==> config.mk <==
export PLATFORM = sky130hd
export DESIGN_NAME = positional_list_store
export DESIGN_NICKNAME = d
export VERILOG_FILES = /design/src/sv/pls_pkg.sv /design/src/sv/pls_ram.sv /design/src/sv/pls_seq.sv /design/src/sv/positional_list_store.sv
export SDC_FILE = /design/constraint.sdc
export NUM_CORES = 2
export LEC_CHECK = 0
export ABC_AREA = 1
export BUFFER_PORTS_ARGS = -buffer_cell sky130_fd_sc_hd__buf_4
export CORE_UTILIZATION = 30
export CTS_BUF_LIST = sky130_fd_sc_hd__clkbuf_4 sky130_fd_sc_hd__clkbuf_8 sky130_fd_sc_hd__clkbuf_16
export CTS_CLUSTER_DIAMETER = 50
export DETAILED_ROUTE_END_ITERATION = 7
export GPL_ROUTABILITY_DRIVEN = 0
export GPL_TIMING_DRIVEN = 1
export PLACE_DENSITY_LB_ADDON = 0.1
export SYNTH_ARGS = -nofsm -noshare
export SYNTH_HDL_FRONTEND = slang
export SYNTH_SLANG_ARGS = --single-unit
export TNS_END_PERCENT = 30
==> constraint.sdc <==
create_clock -name i_clk -period 14.3 [get_ports i_clk]
set_clock_uncertainty 0.05 [all_clocks]
set_input_delay 1.43 -clock i_clk [delete_from_list [all_inputs] [get_ports i_clk]]
set_output_delay 1.43 -clock i_clk [all_outputs]
set_load 0.05 [all_outputs]
==> src/sv/pls_pkg.sv <==
`timescale 1ns / 1ps
// Package for the positional list store: operation and status codes,
// sequencer states and the result record. No dependencies.
package pls_pkg;

    localparam int VALUE_W   = 32;
    localparam int POS_W     = 7;
    localparam int FIDX_W    = 6;
    localparam int CNT_OUT_W = 7;

    typedef enum logic [2:0] {
        OP_INS_FRONT = 3'd0,
        OP_INS_END   = 3'd1,
        OP_INS_AT    = 3'd2,
        OP_DEL_FRONT = 3'd3,
        OP_DEL_END   = 3'd4,
        OP_DEL_AT    = 3'd5,
        OP_SWAP      = 3'd6,
        OP_SEARCH    = 3'd7
    } t_op;

    typedef enum logic [1:0] {
        ST_OK    = 2'd0,
        ST_BOUND = 2'd1,
        ST_EMPTY = 2'd2,
        ST_FULL  = 2'd3
    } t_status;

    typedef enum logic [3:0] {
        S_IDLE,
        S_CHECK,
        S_WALK,
        S_DRAIN,
        S_PUT,
        S_SWAP_RD1,
        S_SWAP_RD2,
        S_SWAP_W1,
        S_SWAP_W2,
        S_DONE
    } t_state;

    typedef struct packed {
        logic [CNT_OUT_W-1:0] element_count;
        logic [FIDX_W-1:0]    found_index;
        logic                 found;
        t_status              status;
    } t_rsp;

endpackage

==> src/sv/pls_ram.sv <==
`timescale 1ns / 1ps
// Generic simple dual-port RAM: one write port, one read port with
// registered read data. No dependencies.
module pls_ram #(
    parameter int WIDTH = 32,
    parameter int DEPTH = 64
) (
    input  logic                     i_clk,
    input  logic                     i_we,
    input  logic [$clog2(DEPTH)-1:0] i_waddr,
    input  logic [WIDTH-1:0]         i_wdata,
    input  logic                     i_re,
    input  logic [$clog2(DEPTH)-1:0] i_raddr,
    output logic [WIDTH-1:0]         o_rdata
);

    logic [WIDTH-1:0] r_mem [DEPTH];
    logic [WIDTH-1:0] r_rdata;

    always_ff @(posedge i_clk) begin
        if (i_we) begin
            r_mem[i_waddr] <= i_wdata;
        end
        if (i_re) begin
            r_rdata <= r_mem[i_raddr];
        end
    end

    assign o_rdata = r_rdata;

endmodule

==> src/sv/pls_seq.sv <==
`timescale 1ns / 1ps
// Sequencer of the positional list store: checks each operation, then walks
// the element RAM one read per cycle to shift or search, or reads and writes two slots to swap.
// Depends on pls_pkg and pls_ram.
module pls_seq
    import pls_pkg::*;
#(
    parameter int CAPACITY   = 64,
    parameter int DATA_WIDTH = 32
) (
    input  logic                      i_clk,
    input  logic                      i_rst_n,
    input  logic                      i_in_valid,
    output logic                      o_in_ready,
    input  t_op                       i_op,
    input  logic signed [VALUE_W-1:0] i_value,
    input  logic [POS_W-1:0]          i_p1,
    input  logic [POS_W-1:0]          i_p2,
    output logic                      o_rsp_valid,
    input  logic                      i_rsp_ready,
    output t_rsp                      o_rsp
);

    localparam int AW = $clog2(CAPACITY);
    localparam int CW = $clog2(CAPACITY + 1);
    localparam int PW = (CW > POS_W) ? CW : POS_W;
    localparam int XW = (DATA_WIDTH > VALUE_W) ? DATA_WIDTH : VALUE_W;

    t_state                r_state, n_state;
    logic [CW-1:0]         r_count, n_count;
    logic                  r_rd_valid, n_rd_valid;
    t_op                   r_op, n_op;
    logic [DATA_WIDTH-1:0] r_value, n_value;
    logic [POS_W-1:0]      r_p1, n_p1;
    logic [POS_W-1:0]      r_p2, n_p2;
    logic [AW-1:0]         r_addr, n_addr;
    logic [AW-1:0]         r_last, n_last;
    logic [AW-1:0]         r_rd_addr, n_rd_addr;
    logic [AW-1:0]         r_put_addr, n_put_addr;
    logic                  r_down, n_down;
    logic [DATA_WIDTH-1:0] r_hold, n_hold;
    t_status               r_status, n_status;
    logic                  r_found, n_found;
    logic [AW-1:0]         r_fidx, n_fidx;

    logic                  ram_we;
    logic [AW-1:0]         ram_waddr;
    logic [DATA_WIDTH-1:0] ram_wdata;
    logic                  ram_re;
    logic [AW-1:0]         ram_raddr;
    logic [DATA_WIDTH-1:0] ram_rdata;

    logic [XW-1:0]         value_ext;
    logic                  is_search;
    logic                  is_insert;
    logic [AW-1:0]         shift_addr;
    logic                  match;

    assign value_ext  = XW'(i_value);
    assign is_search  = (r_op == OP_SEARCH);
    assign is_insert  = (r_op == OP_INS_FRONT) || (r_op == OP_INS_END) || (r_op == OP_INS_AT);
    // Insert moves each element up one slot, delete moves it down one slot.
    assign shift_addr = r_down ? (r_rd_addr + AW'(1)) : (r_rd_addr - AW'(1));
    assign match      = r_rd_valid && is_search && (ram_rdata == r_value);

    pls_ram #(
        .WIDTH (DATA_WIDTH),
        .DEPTH (CAPACITY)
    ) u_ram (
        .i_clk   (i_clk),
        .i_we    (ram_we),
        .i_waddr (ram_waddr),
        .i_wdata (ram_wdata),
        .i_re    (ram_re),
        .i_raddr (ram_raddr),
        .o_rdata (ram_rdata)
    );

    always_ff @(posedge i_clk) begin
        if (!i_rst_n) begin
            r_state    <= S_IDLE;
            r_count    <= '0;
            r_rd_valid <= 1'b0;
        end else begin
            r_state    <= n_state;
            r_count    <= n_count;
            r_rd_valid <= n_rd_valid;
        end
    end

    always_ff @(posedge i_clk) begin
        r_op       <= n_op;
        r_value    <= n_value;
        r_p1       <= n_p1;
        r_p2       <= n_p2;
        r_addr     <= n_addr;
        r_last     <= n_last;
        r_rd_addr  <= n_rd_addr;
        r_put_addr <= n_put_addr;
        r_down     <= n_down;
        r_hold     <= n_hold;
        r_status   <= n_status;
        r_found    <= n_found;
        r_fidx     <= n_fidx;
    end

    always_comb begin
        logic [PW-1:0] cnt_x;
        logic [PW-1:0] p1_x;
        logic [PW-1:0] p2_x;
        logic [AW-1:0] pos;

        n_state    = r_state;
        n_count    = r_count;
        n_rd_valid = r_rd_valid;
        n_op       = r_op;
        n_value    = r_value;
        n_p1       = r_p1;
        n_p2       = r_p2;
        n_addr     = r_addr;
        n_last     = r_last;
        n_rd_addr  = r_rd_addr;
        n_put_addr = r_put_addr;
        n_down     = r_down;
        n_hold     = r_hold;
        n_status   = r_status;
        n_found    = r_found;
        n_fidx     = r_fidx;

        ram_we      = 1'b0;
        ram_waddr   = shift_addr;
        ram_wdata   = ram_rdata;
        ram_re      = 1'b0;
        ram_raddr   = r_addr;
        o_in_ready  = 1'b0;
        o_rsp_valid = 1'b0;

        cnt_x = PW'(r_count);
        p1_x  = PW'(r_p1);
        p2_x  = PW'(r_p2);
        pos   = '0;

        unique case (r_state)
            S_IDLE: begin
                o_in_ready = 1'b1;
                if (i_in_valid) begin
                    n_op       = i_op;
                    n_value    = value_ext[DATA_WIDTH-1:0];
                    n_p1       = i_p1;
                    n_p2       = i_p2;
                    n_status   = ST_OK;
                    n_found    = 1'b0;
                    n_fidx     = '0;
                    n_rd_valid = 1'b0;
                    n_state    = S_CHECK;
                end
            end

            S_CHECK: begin
                n_state = S_DONE;
                unique case (r_op) inside
                    OP_INS_FRONT, OP_INS_END, OP_INS_AT: begin
                        if (r_op == OP_INS_FRONT) begin
                            pos = '0;
                        end else if (r_op == OP_INS_END) begin
                            pos = AW'(r_count);
                        end else begin
                            pos = AW'(r_p1);
                        end
                        if ((r_op == OP_INS_AT) && (p1_x > cnt_x)) begin
                            n_status = ST_BOUND;
                        end else if (r_count == CW'(CAPACITY)) begin
                            n_status = ST_FULL;
                        end else begin
                            n_count    = r_count + CW'(1);
                            n_put_addr = pos;
                            n_down     = 1'b1;
                            if (PW'(pos) < cnt_x) begin
                                n_addr  = AW'(r_count - CW'(1));
                                n_last  = pos;
                                n_state = S_WALK;
                            end else begin
                                n_state = S_PUT;
                            end
                        end
                    end
                    OP_DEL_FRONT, OP_DEL_END, OP_DEL_AT: begin
                        if (r_op == OP_DEL_FRONT) begin
                            pos = '0;
                        end else if (r_op == OP_DEL_END) begin
                            pos = AW'(r_count - CW'(1));
                        end else begin
                            pos = AW'(r_p1);
                        end
                        if ((r_op == OP_DEL_AT) && (p1_x >= cnt_x)) begin
                            n_status = ST_BOUND;
                        end else if (r_count == '0) begin
                            n_status = ST_EMPTY;
                        end else begin
                            n_count = r_count - CW'(1);
                            n_down  = 1'b0;
                            if ((PW'(pos) + PW'(1)) < cnt_x) begin
                                n_addr  = pos + AW'(1);
                                n_last  = AW'(r_count - CW'(1));
                                n_state = S_WALK;
                            end
                        end
                    end
                    OP_SWAP: begin
                        if ((p1_x >= cnt_x) || (p2_x >= cnt_x)) begin
                            n_status = ST_BOUND;
                        end else if (r_p1 != r_p2) begin
                            n_state = S_SWAP_RD1;
                        end
                    end
                    default: begin
                        if (r_count != '0) begin
                            n_addr  = '0;
                            n_last  = AW'(r_count - CW'(1));
                            n_down  = 1'b0;
                            n_state = S_WALK;
                        end
                    end
                endcase
            end

            // One read issued per cycle; the data read in the previous cycle is
            // written one slot over, or compared against the target.
            S_WALK: begin
                if (r_rd_valid && !is_search) begin
                    ram_we = 1'b1;
                end
                if (match) begin
                    n_found    = 1'b1;
                    n_fidx     = r_rd_addr;
                    n_rd_valid = 1'b0;
                    n_state    = S_DONE;
                end else begin
                    ram_re     = 1'b1;
                    n_rd_valid = 1'b1;
                    n_rd_addr  = r_addr;
                    if (r_addr == r_last) begin
                        n_state = S_DRAIN;
                    end else begin
                        n_addr = r_down ? (r_addr - AW'(1)) : (r_addr + AW'(1));
                    end
                end
            end

            S_DRAIN: begin
                if (r_rd_valid && !is_search) begin
                    ram_we = 1'b1;
                end
                if (match) begin
                    n_found = 1'b1;
                    n_fidx  = r_rd_addr;
                end
                n_rd_valid = 1'b0;
                n_state    = is_insert ? S_PUT : S_DONE;
            end

            S_PUT: begin
                ram_we    = 1'b1;
                ram_waddr = r_put_addr;
                ram_wdata = r_value;
                n_state   = S_DONE;
            end

            S_SWAP_RD1: begin
                ram_re    = 1'b1;
                ram_raddr = AW'(r_p1);
                n_state   = S_SWAP_RD2;
            end

            S_SWAP_RD2: begin
                ram_re    = 1'b1;
                ram_raddr = AW'(r_p2);
                n_hold    = ram_rdata;
                n_state   = S_SWAP_W1;
            end

            S_SWAP_W1: begin
                ram_we    = 1'b1;
                ram_waddr = AW'(r_p1);
                ram_wdata = ram_rdata;
                n_state   = S_SWAP_W2;
            end

            S_SWAP_W2: begin
                ram_we    = 1'b1;
                ram_waddr = AW'(r_p2);
                ram_wdata = r_hold;
                n_state   = S_DONE;
            end

            S_DONE: begin
                o_rsp_valid = 1'b1;
                if (i_rsp_ready) begin
                    n_state = S_IDLE;
                end
            end

            default: begin
                n_state = S_IDLE;
            end
        endcase
    end

    assign o_rsp.status        = r_status;
    assign o_rsp.found         = r_found;
    assign o_rsp.found_index   = FIDX_W'(r_fidx);
    assign o_rsp.element_count = CNT_OUT_W'(r_count);

    a_count_bound: assert property (@(posedge i_clk) disable iff (!i_rst_n)
        r_count <= CW'(CAPACITY))
        else $error("element count above capacity");

    a_write_in_list: assert property (@(posedge i_clk) disable iff (!i_rst_n)
        ram_we |-> (PW'(ram_waddr) < PW'(r_count)))
        else $error("RAM write outside the occupied list");

    a_count_changes_on_check: assert property (@(posedge i_clk) disable iff (!i_rst_n)
        ($past(i_rst_n) && (r_count != $past(r_count))) |-> ($past(r_state) == S_CHECK))
        else $error("count changed outside the check step");

    a_found_is_ok_search: assert property (@(posedge i_clk) disable iff (!i_rst_n)
        (o_rsp_valid && o_rsp.found) |-> ((o_rsp.status == ST_OK) && is_search))
        else $error("found flag on a non-search or failed result");

endmodule

==> src/sv/positional_list_store.sv <==
`timescale 1ns / 1ps
// Top level of the positional list store: stream ports, field unpacking and
// the result register. Depends on pls_pkg and pls_seq.
//
//  channel   | dir | tdata (low bit first)                          | tuser
//  ----------+-----+------------------------------------------------+-----------
//  s_axis    | in  | value[31:0], first_position, second_position   | operation
//  m_axis    | out | status, found, found_index, element_count      | -
//
// An item that moves nothing passes only the check step, a swap adds two reads
// and two writes, and a walk visits each of its elements in turn (one RAM read
// per cycle); an insert adds a step to write its value, so a full search or a
// front insert into a list one short of full takes the longest.
// Reset clears the count, so the list starts empty; no clearing pass runs.
// The result register frees the sequencer: the next item is taken while a
// result waits, and the sequencer holds a finished result when it is still full.
module positional_list_store
    import pls_pkg::*;
#(
    parameter int CAPACITY   = 64,
    parameter int DATA_WIDTH = 32
) (
    input  logic        i_clk,
    input  logic        i_rst_n,
    input  logic        s_axis_tvalid,
    output logic        s_axis_tready,
    input  logic [47:0] s_axis_tdata,  // value[31:0], first_position[38:32],
                                       // second_position[45:39], zero fill
    input  logic [2:0]  s_axis_tuser,  // operation[2:0]
    output logic        m_axis_tvalid,
    input  logic        m_axis_tready,
    output logic [15:0] m_axis_tdata   // status[1:0], found[2], found_index[8:3],
                                       // element_count[15:9]
);

    logic rsp_valid;
    logic rsp_ready;
    t_rsp rsp;
    logic r_out_valid;
    t_rsp r_out;

    pls_seq #(
        .CAPACITY   (CAPACITY),
        .DATA_WIDTH (DATA_WIDTH)
    ) u_seq (
        .i_clk       (i_clk),
        .i_rst_n     (i_rst_n),
        .i_in_valid  (s_axis_tvalid),
        .o_in_ready  (s_axis_tready),
        .i_op        (t_op'(s_axis_tuser)),
        .i_value     (s_axis_tdata[31:0]),
        .i_p1        (s_axis_tdata[38:32]),
        .i_p2        (s_axis_tdata[45:39]),
        .o_rsp_valid (rsp_valid),
        .i_rsp_ready (rsp_ready),
        .o_rsp       (rsp)
    );

    assign rsp_ready = !r_out_valid || m_axis_tready;

    always_ff @(posedge i_clk) begin
        if (!i_rst_n) begin
            r_out_valid <= 1'b0;
        end else if (rsp_valid && rsp_ready) begin
            r_out_valid <= 1'b1;
        end else if (m_axis_tready) begin
            r_out_valid <= 1'b0;
        end
    end

    // Load a new result only when the previous transfer is done.
    always_ff @(posedge i_clk) begin
        if (rsp_valid && rsp_ready) begin
            r_out <= rsp;
        end
    end

    assign m_axis_tvalid = r_out_valid;
    assign m_axis_tdata  = {r_out.element_count, r_out.found_index,
                            r_out.found, r_out.status};

endmodule

Yosys cells after proc, flatten, opt, wreduce, memory -nomap -nowiden
Memories as Yosys holds them, arrays and structs flattened. A register that Yosys moved wholly into a read port is not among the register bits.
Cells that the tools add are included.
{"block": "classes", "addsub": 8, "n_lt_le_gt_ge": 5, "n_eq_ne": 44, "mux": 84, "bitwise": 4, "n_reduce_logical": 40}
{"op": "6-bit two-way mux", "count": 28}
{"op": "32-bit one-hot mux with 2 select lines", "count": 1}
{"op": "6-bit one-hot mux with 3 select lines", "count": 3}
{"op": "4-bit two-way mux", "count": 13}
{"op": "4-bit one-hot mux with 9 select lines", "count": 1}
{"op": "6-bit one-hot mux with 2 select lines", "count": 3}
{"op": "32-bit equality test", "count": 1}
{"op": "7-bit two-way mux", "count": 4}
{"op": "6-bit by 1-bit adder with 6-bit output, second input constant", "count": 3}
{"op": "2-bit inequality test, second input constant", "count": 9}
{"op": "4-bit by 3-bit equality test with 1-bit output, second input constant", "count": 4}
{"op": "1-bit two-way mux", "count": 15}
{"op": "3-bit inequality test, second input constant", "count": 5}
{"op": "7-bit greater-or-equal comparator", "count": 2}
{"op": "7-bit one-hot mux with 2 select lines", "count": 1}
{"op": "3-bit equality test, second input constant", "count": 4}
{"op": "2-bit two-way mux", "count": 6}
{"op": "4-bit one-hot mux with 3 select lines", "count": 1}
{"op": "6-bit AND reduction", "count": 2}
{"op": "6-bit by 1-bit subtractor with 6-bit output, second input constant", "count": 2}
{"op": "11-bit AND reduction", "count": 1}
{"op": "2-bit nonzero test", "count": 5}
{"op": "9-bit AND reduction", "count": 1}
{"op": "3-bit OR reduction", "count": 3}
{"op": "other kinds (38)", "count": 67}
{"block": "word_totals", "regBits": 144, "ramBits": 2048, "inputBits": 55, "out_inout_bits": 18, "elab_cells": 207, "mem_count": 1}
{"name": "u_seq.u_ram.r_mem", "depth": 64, "word_bits": 32, "read_ports": 1, "rd_ports_with_merged_regs": 1, "wr": 1, "line": "pls_ram.sv:17", "source": "logic [WIDTH-1:0] r_mem [DEPTH];"}

Depth between registers and ports, before layout
{"block": "depth", "word_depth": 12, "ltp_mapped": 23}

Cells and area by module
From an unflattened synthesis, not the netlist that was laid out.
{"block": "hier_totals", "cells_unflattened": 7643, "hier_area_um2": 91226.2}
{"module": "pls_ram", "n_inst": 1, "cells_each": 6785, "area_each_um2": 83106.0, "seq_area_each_um2": 62459.9}
{"module": "pls_seq", "n_inst": 1, "cells_each": 835, "area_each_um2": 7588.5, "seq_area_each_um2": 3693.5}
{"module": "positional_list_store", "n_inst": 1, "cells_each": 23, "area_each_um2": 531.8, "seq_area_each_um2": 500.5}

Worst setup path before layout
OpenSTA, ideal clock, no wires.
{"block": "synth_timing", "kind": "input-to-reg", "start": "in s_axis_tvalid", "end": "reg u_seq.r_op[0] (enable)", "setup_ps": 516, "t_arrival_ps": 4835, "required_ps": 13734, "slack_ps": 8898, "path_stages": 2, "path_cell_list": "inv_1 > nor3_1"}
{"block": "synth_via", "elab_chain_cells": 1}
{"element": "from (decl)", "line": "positional_list_store.sv:25", "source": "input logic s_axis_tvalid,"}
{"element": "2-bit AND reduction (no line)"}
{"element": "to (signal assigned)", "line": "pls_seq.sv:92", "source": "r_op <= n_op;"}
{"element": "to (decl)", "line": "pls_seq.sv:32", "source": "t_op r_op, n_op;"}
Every way passes these cells.
A chain may end at the register's enable or synchronous reset.

Worst setup path in the final report
{"block": "layout_timing", "start": "reg u_seq.r_state[0]", "end": "mem u_seq.u_ram.r_mem[48][8] (enable)"}
{"block": "layout_via", "elab_chain_cells": 5, "word_cells_on_any_way": 11, "classes_between": "eq/ne (5); mux (4); reduce/logical (2)"}
{"element": "from (decl)", "line": "pls_seq.sv:29", "source": "t_state r_state, n_state;"}
{"element": "from (signal assigned)", "line": "pls_seq.sv:85", "source": "r_state <= n_state;"}
{"element": "4-bit by 3-bit equality test with 1-bit output, or another cell as far along", "line": "pls_seq.sv:143", "source": "unique case (r_state)"}
{"element": "3-bit OR reduction (no line) / 2-bit OR reduction (equally long branches)"}
{"element": "1-bit one-hot mux with 2 select lines", "line": "pls_seq.sv:143"}
{"element": "1-bit two-way mux", "line": "pls_ram.sv:21", "source": "if (i_we) begin"}
{"element": "1-bit two-way mux (implied by the code)", "line": "pls_ram.sv:22", "source": "r_mem[i_waddr] <= i_wdata;"}
{"element": "to (decl)", "line": "pls_ram.sv:17"}
Several ways; a longest one is shown, not always the timed one.

==> flow_metrics.env <==
export IMPL_status="finished clean"
export IMPL_timing_reg2reg_worst_path_depth=11
export IMPL_yosysTopAreaCell="edfxtp_1"
export IMPL_power_frac_clock_pct=29.5
export IMPL_nFillCells=32600
export IMPL_max_cap_violations=0
export IMPL_r2r_end="u_seq.u_ram.r_mem[48][8]"
export IMPL_clockBufferDepth=4
export IMPL_htree_levels=5
export IMPL_drt_iter0_drc=5972
export IMPL_track_usage_pct=19.7
export IMPL_rsz0062_at_grt="false"
export IMPL_clk_latency_ns=0.88
export IMPL_min_path_type="flop to flop"
export IMPL_ys_ff_latch=2224
export IMPL_setup_viol=0
export IMPL_clkSinkCount=2224
export IMPL_grt_max_degree=161
export IMPL_switching_power_mw=10.1
export IMPL_start_kind="flop"
export IMPL_max_slew_margin_pct=21.3
export IMPL_finalCritPeriodShare_pct=42.6
export IMPL_critical_path_endpoint_type="flop"
export IMPL_ys_types=42
export IMPL_report_final_slew_viol_count=0
export IMPL_hold_depth=0
export IMPL_fin_hold_ws_ns=0.378
export IMPL_dp_hpwl_um=170000
export IMPL_synth_top_cell_area_share_pct=67.2
export IMPL_synth_edf_count=2211
export IMPL_power_density_nw_per_um2=219
export IMPL_clkTransAtPathRegs_ns=0.05
export IMPL_portBuffers=70
export IMPL_rrSetupSlack_ns=8.22
export IMPL_synthCells=9337
export IMPL_fin_crit_ns=6.08
export IMPL_utilization_pct=35.0
export IMPL_grt_overflow_total=0
export IMPL_routed_via_count=67000
export IMPL_syn_area_per_cell_um2=10.6
export IMPL_leakagePower_nw=46.0
export IMPL_nNetsFinal=9468
export IMPL_cp_arrival_ns=6.51
export IMPL_async_flop_share_pct=0
export IMPL_tightest_slew_ns=1.17
export IMPL_tns_ns=0
export IMPL_cts_tree="yes"
export IMPL_synth_ff_type="edfxtp_1"
export IMPL_hold_viol_final=0
export IMPL_holdBufCountCts=0
export IMPL_synth_nets=9430
export IMPL_post_cts_buffers=0
export IMPL_drc_errors=0
export IMPL_rows=210
export IMPL_io_pins=73
export IMPL_yosys_top_cells_count="2,211 x edfxtp_1, 2,187 x nand3_1, 1,915 x nand2_1, 1,723 x inv_1, 322 x nand3b_1"
export IMPL_timing_fmax_ghz=0.164
export IMPL_dp_slack_ns=8.14
export IMPL_drtAntennaViolNets=0
export IMPL_syn_to_final_growth_pct=16.0
export IMPL_drive_gt1_share_pct=9.00
export IMPL_cts_buffers=298
export IMPL_holdCritStartpoint="u_seq.r_fidx[4]"
export IMPL_p_total_mw=25.1
export IMPL_required_ns=14.72
export IMPL_die_w_um=576
export IMPL_routedWlPerCell_um=23.9
export IMPL_drtPass1Iterations=5
export IMPL_mappedNetlistArea_um2=98800
export IMPL_synth_area_top_cells="edfxtp_1 67%, nand3_1 11%, nand2_1 7.3%"
export IMPL_grt_pass1_vias=64300
export IMPL_crit_slowest_cell="nand2_2"
export IMPL_yosysWarnings=0
export IMPL_vdd_ir_drop_max_uv=159
export IMPL_die_h_um=576
export IMPL_seq_power_share_pct=34.7
export IMPL_ys_seq_area_share_pct=67.5
export IMPL_synth_most_common_cell="edfxtp_1"
export IMPL_hold_end="m_axis_tdata[7]"
export IMPL_core_area_um2=327000
export IMPL_root_buffer="clkbuf_16"
export IMPL_slowest_delay_ns=0.80
export IMPL_comb_power_share_pct=35.8
export IMPL_worstSetupPathType="flop to flop"
export IMPL_rr_startpoint="u_seq.r_state[0]"
export IMPL_routed_via_density=4.80
export IMPL_setup_ws_ns=8.22
export IMPL_critPathMaxFanout=25
export IMPL_post_cts_resized=0
export IMPL_p_int_mw=15.0
export IMPL_start_util_pct=30.2
export IMPL_antenna_found_initial=19
export IMPL_path_cells="nor2_1 -> nand2_2 -> nand2_2 -> nor2_2 -> a211oi_1 -> a31oi_1 -> inv_1 -> nor2_1 -> nand2_1 -> nor2_4 -> buf_4"
export IMPL_p_sw_share_pct=40.4
export IMPL_finalWirelength_um=334000
export IMPL_die_area_um2=332000
export IMPL_grt_pass1_wl_um=474000
[layout make-up]
cell class / instances / area, um^2 / share of cell area (%)
antenna: 18 / 45.0 / 0.0393
sequential: 2224 / 66700 / 58.2
clock inverter: 175 / 1800 / 1.57
clock buffer: 358 / 7980 / 6.96
tap: 4346 / 5440 / 4.74
inverter: 1734 / 6530 / 5.70
timing repair buffer: 252 / 2050 / 1.79
multi-input combinational: 4865 / 24100 / 21.0
[layout by cell type, fill, tap and decap left out, types with 4 or more instances in the layout]
cell type / count
nor3_1: 12
clkbuf_16: 302
o21ai_0: 36
nand2_4: 4
nand4_1: 22
clkinv_8: 6
xnor2_1: 15
nand3_1: 2178
diode_2: 18
a21oi_1: 45
o221ai_4: 14
clkinv_4: 18
nor2_1: 96
inv_2: 7
clkinv_1: 51
inv_6: 21
inv_8: 4
o211ai_1: 12
bufinv_16: 28
or2_2: 10
clkinv_2: 35
dfxtp_1: 13
ha_1: 36
nand3b_1: 322
xor2_1: 19
buf_4: 239
nor2_4: 68
edfxtp_1: 2211
o22ai_1: 16
nand2_2: 4
nand2_1: 1911
inv_1: 1722
clkbuf_4: 56
nand3_2: 9
buf_12: 13
clkinvlp_4: 16
[cell families (layout without fill, tap and decap cells)]
logic type	count (synthesis)	count (layout)	synth area share [%]
buffers and inverters	2248	2519	9.02
AOI/OAI and AO/OA	143	143	0.869
xor gates and xnor gates	34	34	0.301
adders and majority gates	38	38	0.496
and+or+nand+nor	4650	4650	21.9
DFF	2224	2224	67.5
other	0	18	0
[power by group through the flow]
stage	Sequential (mW)	Combinational, mW	Clock [mW]
after floorplan	8.87	4.97	0
after global placement	8.83	8.96	0
after detailed placement	8.83	9.01	0
after CTS	8.70	9.04	7.59
after global routing	8.72	9.69	7.83
final	8.71	8.98	7.42
[through the flow]
step	area (um^2)	instances
floorplan	98800	9337
global placement	105000	13400
detailed placement	105000	13400
CTS	115000	14000
global route	115000	14000
finish	115000	14000
[layer usage]
layer | track usage, % | routed length (um) | vias up
met5 | 0 | 0 | -
met4 | 4.90 | 7580 | 0
met3 | 2.54 | 17800 | 390
met2 | 31.4 | 151000 | 1810
met1 | 28.4 | 158000 | 33500
li1 | - | - | 31300
[sequential cells by signal (all words and copies together) (netlist names), 2 cells and up]
register	count
m_axis_tdata	16
u_seq.r_addr	6
u_seq.r_count	7
u_seq.r_fidx	6
u_seq.r_hold	32
u_seq.r_last	6
u_seq.r_op	3
u_seq.r_p1	7
u_seq.r_p2	7
u_seq.r_put_addr	6
u_seq.r_rd_addr	6
u_seq.r_state	4
u_seq.r_status	2
u_seq.r_value	32
u_seq.u_ram.o_rdata	32
u_seq.u_ram.r_mem	2048
[worst max-delay path by stage]
stage,startpoint,depth (start not counted),end
2_1_floorplan,s_axis_tvalid,2,u_seq.r_op[0]
3_3_place_gp,u_seq.r_state[0],11,u_seq.u_ram.r_mem[48][18]
3_5_place_dp,u_seq.r_state[0],11,u_seq.u_ram.r_mem[48][18]
4_1_cts,u_seq.r_state[0],11,u_seq.u_ram.r_mem[48][8]
5_1_grt,u_seq.r_state[0],11,u_seq.u_ram.r_mem[52][19]
6_report,u_seq.r_state[0],11,u_seq.u_ram.r_mem[48][8]
[worst max-delay path: cells and delay by family (launching register included)]
family | cells | cell delay (ns)
compound gates | 2 | 0.86
simple gates | 7 | 3.57
buf+inv | 2 | 0.71
flops | 1 | 0.47
(Power assumes the default switching activity.)
